## src/rtl/adl_pkg.sv

```systemverilog
// Shared types and constants for the accumulation/distribution line.
// No dependencies; imported by the front, queue, back and top-level modules.
package adl_pkg;

    localparam int QUEUE_DEPTH = 2;

    localparam logic [63:0] TOTAL_MAX = 64'h7FFF_FFFF_FFFF_FFFF;
    localparam logic [63:0] TOTAL_MIN = 64'h8000_0000_0000_0000;

    // Per-bar classification produced by the front and consumed by the back.
    typedef struct packed {
        logic start;   // series start: clear the total
        logic flat;    // high equals low: total unchanged
        logic neg;     // ratio is negative
    } bar_flags_t;

    localparam int FLAGS_WIDTH = $bits(bar_flags_t);

endpackage

```

## src/rtl/accumulation_distribution_line.sv

```systemverilog
// Accumulation/distribution line. Each bar passes the front register and the
// queue into the back part, which runs the iterative ratio divider unless the
// ratio saturates to +-1 or the bar is a series-start/flat bar. The back part
// takes a new bar only when idle, so it works on one bar at a time.
// Reset (rst_n, async): clears the running total to zero and empties the pipe.
module accumulation_distribution_line
    import adl_pkg::*;
#(
    parameter int PRICE_WIDTH  = 32,
    parameter int AMOUNT_WIDTH = 48,
    parameter int FRAC_BITS    = 16
)
(
    input  logic                    clk,
    input  logic                    rst_n,
    input  logic                    in_valid,
    output logic                    in_ready,
    input  logic [PRICE_WIDTH-1:0]  high_price,
    input  logic [PRICE_WIDTH-1:0]  low_price,
    input  logic [PRICE_WIDTH-1:0]  close_price,
    input  logic [AMOUNT_WIDTH-1:0] traded_amount,
    input  logic                    series_start,
    output logic                    out_valid,
    input  logic                    out_ready,
    output logic signed [63:0]      ad_total
);

    localparam int EW = FLAGS_WIDTH + (PRICE_WIDTH + 1) + PRICE_WIDTH + AMOUNT_WIDTH;

    logic                    push_valid;
    logic                    push_ready;
    bar_flags_t              push_flags;
    logic [PRICE_WIDTH:0]    push_num_mag;
    logic [PRICE_WIDTH-1:0]  push_den_mag;
    logic [AMOUNT_WIDTH-1:0] push_amount;
    logic [EW-1:0]           push_data;

    logic                    pop_valid;
    logic                    pop_ready;
    logic [EW-1:0]           pop_data;
    bar_flags_t              pop_flags;

    adl_front #(
        .PRICE_WIDTH  (PRICE_WIDTH),
        .AMOUNT_WIDTH (AMOUNT_WIDTH)
    ) u_front (
        .clk           (clk),
        .rst_n         (rst_n),
        .in_valid      (in_valid),
        .in_ready      (in_ready),
        .high_price    (high_price),
        .low_price     (low_price),
        .close_price   (close_price),
        .traded_amount (traded_amount),
        .series_start  (series_start),
        .push_valid    (push_valid),
        .push_ready    (push_ready),
        .push_flags    (push_flags),
        .push_num_mag  (push_num_mag),
        .push_den_mag  (push_den_mag),
        .push_amount   (push_amount)
    );

    assign push_data = {push_flags, push_num_mag, push_den_mag, push_amount};

    adl_queue #(
        .WIDTH (EW)
    ) u_queue (
        .clk        (clk),
        .rst_n      (rst_n),
        .push_valid (push_valid),
        .push_ready (push_ready),
        .push_data  (push_data),
        .pop_valid  (pop_valid),
        .pop_ready  (pop_ready),
        .pop_data   (pop_data)
    );

    assign pop_flags = pop_data[EW-1 -: FLAGS_WIDTH];

    adl_back #(
        .PRICE_WIDTH  (PRICE_WIDTH),
        .AMOUNT_WIDTH (AMOUNT_WIDTH),
        .FRAC_BITS    (FRAC_BITS)
    ) u_back (
        .clk         (clk),
        .rst_n       (rst_n),
        .pop_valid   (pop_valid),
        .pop_ready   (pop_ready),
        .pop_flags   (pop_flags),
        .pop_num_mag (pop_data[AMOUNT_WIDTH + PRICE_WIDTH +: PRICE_WIDTH + 1]),
        .pop_den_mag (pop_data[AMOUNT_WIDTH +: PRICE_WIDTH]),
        .pop_amount  (pop_data[AMOUNT_WIDTH-1:0]),
        .out_valid   (out_valid),
        .out_ready   (out_ready),
        .ad_total    (ad_total)
    );

endmodule

```

## src/rtl/adl_front.sv

```systemverilog
// Input stage: registers one bar and classifies it (sign, magnitudes, flags).
// Depends on adl_pkg.
module adl_front
    import adl_pkg::*;
#(
    parameter int PRICE_WIDTH  = 32,
    parameter int AMOUNT_WIDTH = 48
)
(
    input  logic                      clk,
    input  logic                      rst_n,
    input  logic                      in_valid,
    output logic                      in_ready,
    input  logic [PRICE_WIDTH-1:0]    high_price,
    input  logic [PRICE_WIDTH-1:0]    low_price,
    input  logic [PRICE_WIDTH-1:0]    close_price,
    input  logic [AMOUNT_WIDTH-1:0]   traded_amount,
    input  logic                      series_start,
    output logic                      push_valid,
    input  logic                      push_ready,
    output bar_flags_t                push_flags,
    output logic [PRICE_WIDTH:0]      push_num_mag,
    output logic [PRICE_WIDTH-1:0]    push_den_mag,
    output logic [AMOUNT_WIDTH-1:0]   push_amount
);

    localparam int NW = PRICE_WIDTH + 2;
    localparam int DW = PRICE_WIDTH + 1;

    logic                    valid_reg;
    logic [PRICE_WIDTH-1:0]  high_reg;
    logic [PRICE_WIDTH-1:0]  low_reg;
    logic [PRICE_WIDTH-1:0]  close_reg;
    logic [AMOUNT_WIDTH-1:0] amount_reg;
    logic                    start_reg;

    logic signed [NW-1:0]    num;
    logic signed [DW-1:0]    den;
    logic [NW-1:0]           num_abs;
    logic [DW-1:0]           den_abs;

    assign in_ready   = !valid_reg || push_ready;
    assign push_valid = valid_reg;

    always_ff @(posedge clk or negedge rst_n)
    begin
        if (!rst_n)
        begin
            valid_reg <= 1'b0;
        end
        else if (in_ready)
        begin
            valid_reg <= in_valid;
        end
    end

    always_ff @(posedge clk)
    begin
        if (in_valid && in_ready)
        begin
            high_reg   <= high_price;
            low_reg    <= low_price;
            close_reg  <= close_price;
            amount_reg <= traded_amount;
            start_reg  <= series_start;
        end
    end

    // num = 2*close - high - low, den = high - low, both exact in signed form
    always_comb
    begin
        num = $signed({1'b0, close_reg, 1'b0})
            - $signed({2'b00, high_reg})
            - $signed({2'b00, low_reg});
        den = $signed({1'b0, high_reg}) - $signed({1'b0, low_reg});
        num_abs = num[NW-1] ? NW'(-num) : NW'(num);
        den_abs = den[DW-1] ? DW'(-den) : DW'(den);
    end

    assign push_flags.start = start_reg;
    assign push_flags.flat  = (high_reg == low_reg);
    assign push_flags.neg   = num[NW-1] ^ den[DW-1];
    assign push_num_mag     = num_abs[PRICE_WIDTH:0];
    assign push_den_mag     = den_abs[PRICE_WIDTH-1:0];
    assign push_amount      = amount_reg;

endmodule

```

## src/rtl/adl_queue.sv

```systemverilog
// Short register FIFO between the front and back parts.
// Depends on adl_pkg for its depth.
module adl_queue
    import adl_pkg::*;
#(
    parameter int WIDTH = 8
)
(
    input  logic             clk,
    input  logic             rst_n,
    input  logic             push_valid,
    output logic             push_ready,
    input  logic [WIDTH-1:0] push_data,
    output logic             pop_valid,
    input  logic             pop_ready,
    output logic [WIDTH-1:0] pop_data
);

    localparam int PW = (QUEUE_DEPTH > 1) ? $clog2(QUEUE_DEPTH) : 1;
    localparam int CW = $clog2(QUEUE_DEPTH + 1);

    logic [WIDTH-1:0] entry_reg [QUEUE_DEPTH];
    logic [PW-1:0]    wr_ptr_reg;
    logic [PW-1:0]    rd_ptr_reg;
    logic [CW-1:0]    count_reg;
    logic             do_push;
    logic             do_pop;

    assign push_ready = (count_reg != CW'(QUEUE_DEPTH));
    assign pop_valid  = (count_reg != '0);
    assign pop_data   = entry_reg[rd_ptr_reg];
    assign do_push    = push_valid && push_ready;
    assign do_pop     = pop_valid && pop_ready;

    function automatic logic [PW-1:0] ptr_inc(input logic [PW-1:0] p);
        ptr_inc = (p == PW'(QUEUE_DEPTH - 1)) ? '0 : PW'(p + 1'b1);
    endfunction

    always_ff @(posedge clk or negedge rst_n)
    begin
        if (!rst_n)
        begin
            wr_ptr_reg <= '0;
            rd_ptr_reg <= '0;
            count_reg  <= '0;
        end
        else
        begin
            if (do_push)
            begin
                wr_ptr_reg <= ptr_inc(wr_ptr_reg);
            end
            if (do_pop)
            begin
                rd_ptr_reg <= ptr_inc(rd_ptr_reg);
            end
            if (do_push && !do_pop)
            begin
                count_reg <= CW'(count_reg + 1'b1);
            end
            else if (do_pop && !do_push)
            begin
                count_reg <= CW'(count_reg - 1'b1);
            end
        end
    end

    always_ff @(posedge clk)
    begin
        if (do_push)
        begin
            entry_reg[wr_ptr_reg] <= push_data;
        end
    end

endmodule

```

## src/rtl/adl_back.sv

```systemverilog
// Back part: restoring divider for the ratio, split multiply by the amount,
// saturating accumulate into the running total, and the output register.
// Depends on adl_pkg.
module adl_back
    import adl_pkg::*;
#(
    parameter int PRICE_WIDTH  = 32,
    parameter int AMOUNT_WIDTH = 48,
    parameter int FRAC_BITS    = 16
)
(
    input  logic                    clk,
    input  logic                    rst_n,
    input  logic                    pop_valid,
    output logic                    pop_ready,
    input  bar_flags_t              pop_flags,
    input  logic [PRICE_WIDTH:0]    pop_num_mag,
    input  logic [PRICE_WIDTH-1:0]  pop_den_mag,
    input  logic [AMOUNT_WIDTH-1:0] pop_amount,
    output logic                    out_valid,
    input  logic                    out_ready,
    output logic signed [63:0]      ad_total
);

    localparam logic [2:0] ST_IDLE = 3'd0;
    localparam logic [2:0] ST_CHK  = 3'd1;
    localparam logic [2:0] ST_DIV  = 3'd2;
    localparam logic [2:0] ST_MLO  = 3'd3;
    localparam logic [2:0] ST_MHI  = 3'd4;
    localparam logic [2:0] ST_CMB  = 3'd5;
    localparam logic [2:0] ST_FIN  = 3'd6;

    localparam int RW   = FRAC_BITS + 1;
    localparam int LO_W = (AMOUNT_WIDTH + 1) / 2;
    localparam int HI_W = AMOUNT_WIDTH - LO_W;
    localparam int MW   = RW + LO_W;
    localparam int PW   = RW + AMOUNT_WIDTH;
    localparam int SW   = ((PW > 64) ? PW : 64) + 2;
    localparam int CW   = (FRAC_BITS > 1) ? $clog2(FRAC_BITS) : 1;

    logic [2:0]              state_reg;
    logic [2:0]              state_next;
    bar_flags_t              flags_reg;
    logic [PRICE_WIDTH:0]    rem_reg;
    logic [PRICE_WIDTH-1:0]  den_reg;
    logic [AMOUNT_WIDTH-1:0] amt_reg;
    logic [RW-1:0]           quo_reg;
    logic [CW-1:0]           cnt_reg;
    logic [MW-1:0]           mult_reg;
    logic [PW-1:0]           prod_reg;
    logic [63:0]             total_reg;
    logic [63:0]             total_next;
    logic                    out_valid_reg;
    logic [63:0]             out_reg;

    logic                    out_free;
    logic [PRICE_WIDTH+1:0]  rem_sh;
    logic                    rem_ge;
    logic [PRICE_WIDTH:0]    rem_step;
    logic [MW-1:0]           mult_opa;
    logic [MW-1:0]           mult_opb;
    logic signed [SW-1:0]    sum;
    logic signed [SW-1:0]    delta;

    assign out_free  = !out_valid_reg || out_ready;
    assign pop_ready = (state_reg == ST_IDLE);
    assign out_valid = out_valid_reg;
    assign ad_total  = $signed(out_reg);

    // One quotient bit per cycle
    always_comb
    begin
        rem_sh   = {rem_reg, 1'b0};
        rem_ge   = (rem_sh >= {2'b00, den_reg});
        rem_step = rem_ge ? (PRICE_WIDTH+1)'(rem_sh - {2'b00, den_reg})
                          : rem_sh[PRICE_WIDTH:0];
    end

    // Shared multiplier: low half of the amount, then the high half
    always_comb
    begin
        mult_opa = MW'(quo_reg);
        if (state_reg == ST_MHI)
        begin
            mult_opb = MW'(amt_reg[AMOUNT_WIDTH-1:LO_W]);
        end
        else
        begin
            mult_opb = MW'(amt_reg[LO_W-1:0]);
        end
    end

    // Exact sum in a wider signed word, then clamp to 64 bits; start clears, flat holds
    always_comb
    begin
        delta = flags_reg.neg ? -$signed({{(SW-PW){1'b0}}, prod_reg})
                              :  $signed({{(SW-PW){1'b0}}, prod_reg});
        sum   = $signed({{(SW-64){total_reg[63]}}, total_reg}) + delta;
        if (flags_reg.start)
        begin
            total_next = '0;
        end
        else if (flags_reg.flat)
        begin
            total_next = total_reg;
        end
        else if (sum > $signed({{(SW-64){1'b0}}, TOTAL_MAX}))
        begin
            total_next = TOTAL_MAX;
        end
        else if (sum < $signed({{(SW-64){1'b1}}, TOTAL_MIN}))
        begin
            total_next = TOTAL_MIN;
        end
        else
        begin
            total_next = sum[63:0];
        end
    end

    always_comb
    begin
        state_next = state_reg;
        case (state_reg)
            ST_IDLE:
            begin
                if (pop_valid)
                begin
                    if (pop_flags.start || pop_flags.flat)
                    begin
                        state_next = ST_FIN;
                    end
                    else
                    begin
                        state_next = ST_CHK;
                    end
                end
            end
            ST_CHK:
            begin
                state_next = ({1'b0, den_reg} <= rem_reg) ? ST_MLO : ST_DIV;
            end
            ST_DIV:
            begin
                if (cnt_reg == CW'(FRAC_BITS - 1))
                begin
                    state_next = ST_MLO;
                end
            end
            ST_MLO: state_next = ST_MHI;
            ST_MHI: state_next = ST_CMB;
            ST_CMB: state_next = ST_FIN;
            ST_FIN:
            begin
                if (out_free)
                begin
                    state_next = ST_IDLE;
                end
            end
            default: state_next = ST_IDLE;
        endcase
    end

    always_ff @(posedge clk or negedge rst_n)
    begin
        if (!rst_n)
        begin
            state_reg     <= ST_IDLE;
            total_reg     <= '0;
            out_valid_reg <= 1'b0;
        end
        else
        begin
            state_reg <= state_next;
            if (state_reg == ST_FIN && out_free)
            begin
                total_reg     <= total_next;
                out_valid_reg <= 1'b1;
            end
            else if (out_ready)
            begin
                out_valid_reg <= 1'b0;
            end
        end
    end

    always_ff @(posedge clk)
    begin
        case (state_reg)
            ST_IDLE:
            begin
                if (pop_valid)
                begin
                    flags_reg <= pop_flags;
                    rem_reg   <= pop_num_mag;
                    den_reg   <= pop_den_mag;
                    amt_reg   <= pop_amount;
                end
            end
            ST_CHK:
            begin
                // Ratio at or beyond one saturates to one
                quo_reg <= ({1'b0, den_reg} <= rem_reg) ? RW'(1) << FRAC_BITS : '0;
                cnt_reg <= '0;
            end
            ST_DIV:
            begin
                rem_reg <= rem_step;
                quo_reg <= {quo_reg[RW-2:0], rem_ge};
                cnt_reg <= CW'(cnt_reg + 1'b1);
            end
            ST_MLO:
            begin
                mult_reg <= MW'(mult_opa * mult_opb);
            end
            ST_MHI:
            begin
                prod_reg <= PW'(mult_reg);
                mult_reg <= MW'(mult_opa * mult_opb);
            end
            ST_CMB:
            begin
                prod_reg <= PW'(prod_reg + (PW'(mult_reg) << LO_W));
            end
            ST_FIN:
            begin
                if (out_free)
                begin
                    out_reg <= total_next;
                end
            end
            default:
            begin
            end
        endcase
    end

endmodule
```

## config.mk

```make
export PLATFORM = sky130hd
export DESIGN_NAME = accumulation_distribution_line
export DESIGN_NICKNAME = d
export VERILOG_FILES = /design/src/rtl/adl_pkg.sv /design/src/rtl/accumulation_distribution_line.sv /design/src/rtl/adl_front.sv /design/src/rtl/adl_queue.sv /design/src/rtl/adl_back.sv
export SDC_FILE = /design/constraint.sdc
export NUM_CORES = 2
export LEC_CHECK = 0
export BUFFER_PORTS_ARGS = -buffer_cell sky130_fd_sc_hd__buf_4
export CORE_AREA = 2 2 276 386
export DETAILED_ROUTE_END_ITERATION = 10
export DIE_AREA = 0 0 278 388
export MAX_ROUTING_LAYER = met4
export PLACE_DENSITY = 0.74
export SLEW_MARGIN = 25
export SYNTH_ARGS = -nofsm -noshare
export SYNTH_HDL_FRONTEND = slang
export SYNTH_HIERARCHICAL = 1
export SYNTH_SLANG_ARGS = --single-unit
```

## constraint.sdc

```tcl
create_clock -name clk -period 8.9 [get_ports clk]
set_input_delay 0 -clock clk [delete_from_list [all_inputs] [get_ports clk]]
set_output_delay 0 -clock clk [all_outputs]
set_load 0.01 [all_outputs]
```

After elaboration in Yosys (flattened, before gate mapping)
Memory sizes are Yosys's and may differ from the RTL's. Index checks and enable logic that the tools add are counted. W data, S select, Z words.

Memory bits (read-only): 0. Output and inout port bits: 66. Latch bits: 0. Register bits after elaboration: 525. Bits in writable memories: 232. Memories: 1. Bits of input ports: 149. Logic and storage cells: 110.

Bitwise logic cells: 1. Add/subtract/negate cells: 14. Shifts and indexed selects: 0. Divide/modulo/power cells: 0. Equality and inequality tests: 12. $mul: 1. Reduce and logical (&&, ||, !) cells: 25. Multiplexer cells: 29. $lt $le $gt $ge: 4.

Memories: u_queue.entry_reg (depth 2, bits a word 116, read ports 1, clocked after Yosys merged registers in 0, wr ports 1, line adl_queue.sv:22) `logic [WIDTH-1:0] entry_reg [QUEUE_DEPTH];`.

Operators by type and width (number): $mux W64 (4); $pmux W65 S2 (1); $mux W33 (3); $add A64 B67 Y67 (1); $gt A67 B64 Y1 const B (1); $lt A67 B64 Y1 const B (1); $mux W67 (1); $neg A65 Y67 (1); $pmux W33 S2 (1); $add A65 B65 Y65 (1); $mul A17 B24 Y41 (1); $ge A34 B32 Y1 (1); $pmux W17 S2 (1); $sub A33 B32 Y34 (1); $sub A34 B33 Y34 (1); $le A32 B33 Y1 (1); $neg A33 Y33 (1); $sub A32 B32 Y33 (1); $sub A33 B32 Y33 (1); $eq A32 B32 Y1 (1); $mux W32 (1); $neg A32 Y32 (1); $mux W24 (1); $pmux W3 S7 (1); 24 further kinds (57).

Depth between registers and ports, before layout
Depth in word-level cells: 8. Gate-level depth with buffers: 32. Gate-level depth less buffers: 29.

Cells and area by module
Netlist, hierarchy kept.

Modules (own cells, without submodules): adl_back (sequential area each 10920.5 sq um, times used 1, area an instance 37076.8 sq um, cells each 3947); adl_front (sequential area each 4379.2 sq um, times used 1, area an instance 11237.0 sq um, cells each 1100); adl_queue (sequential area each 7066.8 sq um, times used 1, area an instance 8675.8 sq um, cells each 379).

Least setup slack after synthesis
No wires, ideal clock.

Path kind: register to register. Start: reg u_back.state_reg[1]. End: reg u_back.mult_reg[39], data pin. Required time: 8642 ps. Slack: 174 ps. Stages on the path, launching flop included: 33. Period minus slack after synthesis: 8726 ps. Library setup time: 258 ps. Data arrival time: 8469 ps. Path buffers: 4. Cell sequence: dfrtp_1 -> clkbuf_1 -> nor2_1 -> and2_1 -> clkbuf_1 -> buf_1 -> mux2_2 -> clkbuf_1 -> nand2_1 -> fa_1 -> inv_1 -> fa_1 -> inv_1 -> fa_1 -> inv_1 -> fa_1 -> inv_1 -> fa_1 -> inv_1 -> fa_1 -> ha_1 -> a21o_1 -> a21o_1 -> a21o_1 -> a31oi_1 -> o21ai_0 -> o2111ai_1 -> a21boi_0 -> o31a_1 -> o31a_1 -> o21a_1 -> nor2_1 -> xnor2_1.

Word-level cells in the longest chain between the ends: 3.

RTL lines: start, declared (line adl_back.sv:41) `logic [2:0] state_reg;`; start signal, assigned (line adl_back.sv:174) `state_reg <= state_next;`; $eq A3 B3 Y1 (line adl_back.sv:83, adl_back.sv:189); $mux W24 (line adl_back.sv:83) `if (state_reg == ST_MHI)`; $mul A17 B24 Y41 (line adl_back.sv:214, adl_back.sv:219); end signal, assigned (line adl_back.sv:214) `mult_reg <= MW'(mult_opa * mult_opb);`; end signal, assigned (line adl_back.sv:219) `mult_reg <= MW'(mult_opa * mult_opb);`; end, declared (line adl_back.sv:49) `logic [MW-1:0] mult_reg;`.

No other way between the ends. A chain may end at the register's enable or synchronous reset.

Worst setup path after layout
Start: reg u_back.state_reg[1]. End: reg u_back.mult_reg[40], data pin.

The elaborated chain is that of the path after synthesis.

==> impl_results.md <==
* Vias in the first global route at 42800
* Crit Path Category: reg -> reg
* Yosys reg bits at 757
* Detailed Routing Iterations Pass 1 at 5
* P&R area growth vs syn at 12.0%
* Postcts setup bufs at 0
* Final Critical Period at 8.32 ns
* Share of cells above drive strength 1 at 10.1%
* Commonest cells post-synth: inv_1 (686), edfxtp_1 (684), nand2_1 (597)
* Layout Skew at 0.0436 ns
* R2R Setup Slk at 0.58 ns
* DP Worst Slack at 0.445 ns
* Leading area contributor after synthesis: edfxtp_1
* Top-area cell type share of the netlist area at 36.0%
* Fin. max-slew vios at 0
* Congestion Overflow GR at 0
* Initial Util at 54.7%
* Worst-path clk slew at 0.07 ns
* Synth Area per Inst at 10.5 sq um
* Detail Placement HPWL at 110 mm
* Routed wire length at 147 mm
* Count leader, synth: inv_1
* Core area at 0.104 sq mm
* Startpoint Class: flop
* Gpl congestion at 0.977
* Placed cell count at 6828
* Sequential area share after synthesis at 39.2%
* Port bufs at 214
* Die Ht at 388 microns
* R2R Path End: u_back/mult_reg[40]
* Largest net degree at the start of global routing at 81
* DR WL/cell at 20.7 microns
* Netlist cell types at 94
* CP required at 9.32 ns
* H-Tree Level Count at 3
* Critical path arrival at 8.73 ns
* Worst min-delay path startpoint: traded_amount[7]
* Die W at 278 microns
* Worst-Skew Late Latency at 0.68 ns
* Post-route ant nets at 0
* Setup TNS at 0 ns
* Nets at 6609
* CP max FO at 20
* Die ar. at 0.108 sq mm
* Clock sink count at 757
* Final setup violation count at 0
* Max reg flops at 232
* I/O Pins at 215
* Detail-routed via count per cell at 5.81
* Number of fill cells in the layout at 8281
* Fin. Hold Viols at 0
* First-pass GRT wire length at 231 mm
* Worst slew pin tran at 1.12 ns
* RSZ-0062 raised after global routing: no
* Mapped Cells at 5426
* Synth Flop Type: edfxtp_1
* Slew HR at 25.0%
* Setup WS post-layout at 0.583 ns
* Initial antenna violation count at 3
* Hold Path End: u_front/push_amount[7]
* FF-to-FF path depth at 26
* Max Clock Freq at 120 MHz
* Top post-synthesis cells by area: edfxtp_1 (36%), fa_1 (13%), ha_1 (8.5%)
* DR iter-0 viols at 2649
* Final worst-path cycle share at 93.4%
* N_diodes at 0
* Status: complete, no violations
* Total GRT Usage at 28.0%
* CTS tree: yes
* RR Startpoint: u_back/state_reg[1]
* Fraction of registers with async set/reset at 9.64%
* Row Count at 140
* Yosys Warn Count at 6
* Longest Clk Path Bufs at 3
* Max Cap Viol at 0
* Mapped Nets at 6328
* Root Driver: clkbuf_16
* Mapped Area at 0.0570 sq mm
* CP endpoint kind: flop
* DR DRC count at 0
* Fin cells at 7114
* Num CTS Buffers at 75
* Hold Path Depth at 2
* Vias after detailed routing at 41300
* Worst Hold Class: in -> reg
* EDFF count, synth at 684
-- how the worst max path moves through the flow --
stage,from,end,slack [ns]
detailed placement,u_back/state_reg[1],u_back/mult_reg[40],0.44
CTS,u_back/state_reg[1],u_back/mult_reg[40],0.40
finish,u_back/state_reg[1],u_back/mult_reg[40],0.58
floorplan,u_back/state_reg[1],u_back/mult_reg[39],0.17
global route,u_back/state_reg[1],u_back/mult_reg[40],0.005
global placement,u_back/state_reg[1],u_back/mult_reg[40],0.63
-- critical path, stage by stage, from the launching register on --
cell and delay, ns:
dfrtp_1 0.38, nor2_1 0.22, and2_2 0.59, mux2_2 0.55, nand2_1 0.14, fa_1 0.57, inv_1 0.05, fa_1 0.49
fa_1 0.52, inv_1 0.05, fa_1 0.46, fa_1 0.54, inv_1 0.05, fa_1 0.51, ha_1 0.36, and3_1 0.19
nand2_1 0.07, o21bai_1 0.18, a2111oi_1 0.69, o2111ai_1 0.23, a31oi_1 0.26, a211oi_1 0.16, a21oi_1 0.32, nand4_1 0.14
nand4b_1 0.11, a21oi_1 0.08, xnor2_1 0.13
-- kinds of logic (layout without fill, tap and decap cells) --
family	after synthesis	count (layout)	share of synthesized area (%)
AOI/OAI and AO/OA	1127	1127	13.1
muxes	152	152	3.18
and+or+nand+nor	1408	1408	12.0
buffers and inverters	896	1235	6.10
DFF	757	757	39.2
xor gates and xnor gates	333	333	5.13
adders and majority gates	753	753	21.3
-- cell type report --
cell class | count | area, sq um | share of cell area (%)
clock buffer | 90 | 1970 | 3.09
tap | 1349 | 1690 | 2.64
clock inverter | 45 | 484 | 0.758
multi-input combinational | 3773 | 31200 | 48.9
timing repair buffer | 414 | 3530 | 5.52
sequential | 757 | 22400 | 35.0
inverter | 686 | 2570 | 4.03
-- placed cells by master (no fill, tap or decap), types with 39 or more instances in the layout --
cell type        n
o31ai_1         53
buf_4          262
xor2_1          93
o21a_1          48
mux2_2         113
o21ai_0        239
o21bai_1        42
nand4_1         41
a21oi_1        303
a21o_1         106
dfrtp_1         72
nor2b_1         43
nor2_1         205
a221oi_1        75
clkbuf_16       75
inv_1          685
nand2_1        596
nand3_1         71
fa_1           364
nand2b_1        39
dlygate4sd3_1  149
nor3_1          62
ha_1           389
and2_1         170
xnor2_1        239
edfxtp_1       684
-- stage by stage --
stage	hold slack, ns	instance area, sq um	util [%]
detailed placement	-0.00965	59900	57.4
global route	0.0242	63900	61.3
CTS	0.000218	63800	61.2
finish	0.0395	63900	61.3
floorplan	-0.296	57000	-
global placement	-0.0273	59900	57.4
-- routing by layer --
layer  part of all wire, %  vias up  track usage (%)
met1                    37    20200             30.8
met5                     0        -                -
met2                    51     1281             48.7
met4                   6.8        0             17.4
met3                   4.5      432             2.93
li1                      -    19400                -
-- what timing repair did --
item                       4_1_cts  5_1_grt
hold buffers                   150        0
setup endpoints to repair        0        2
hold endpoints to repair       221        0
resized for setup                0        1
Power is not shown: default switching activity piles up to over one toggle a cycle in this logic, so the estimate is an artifact.
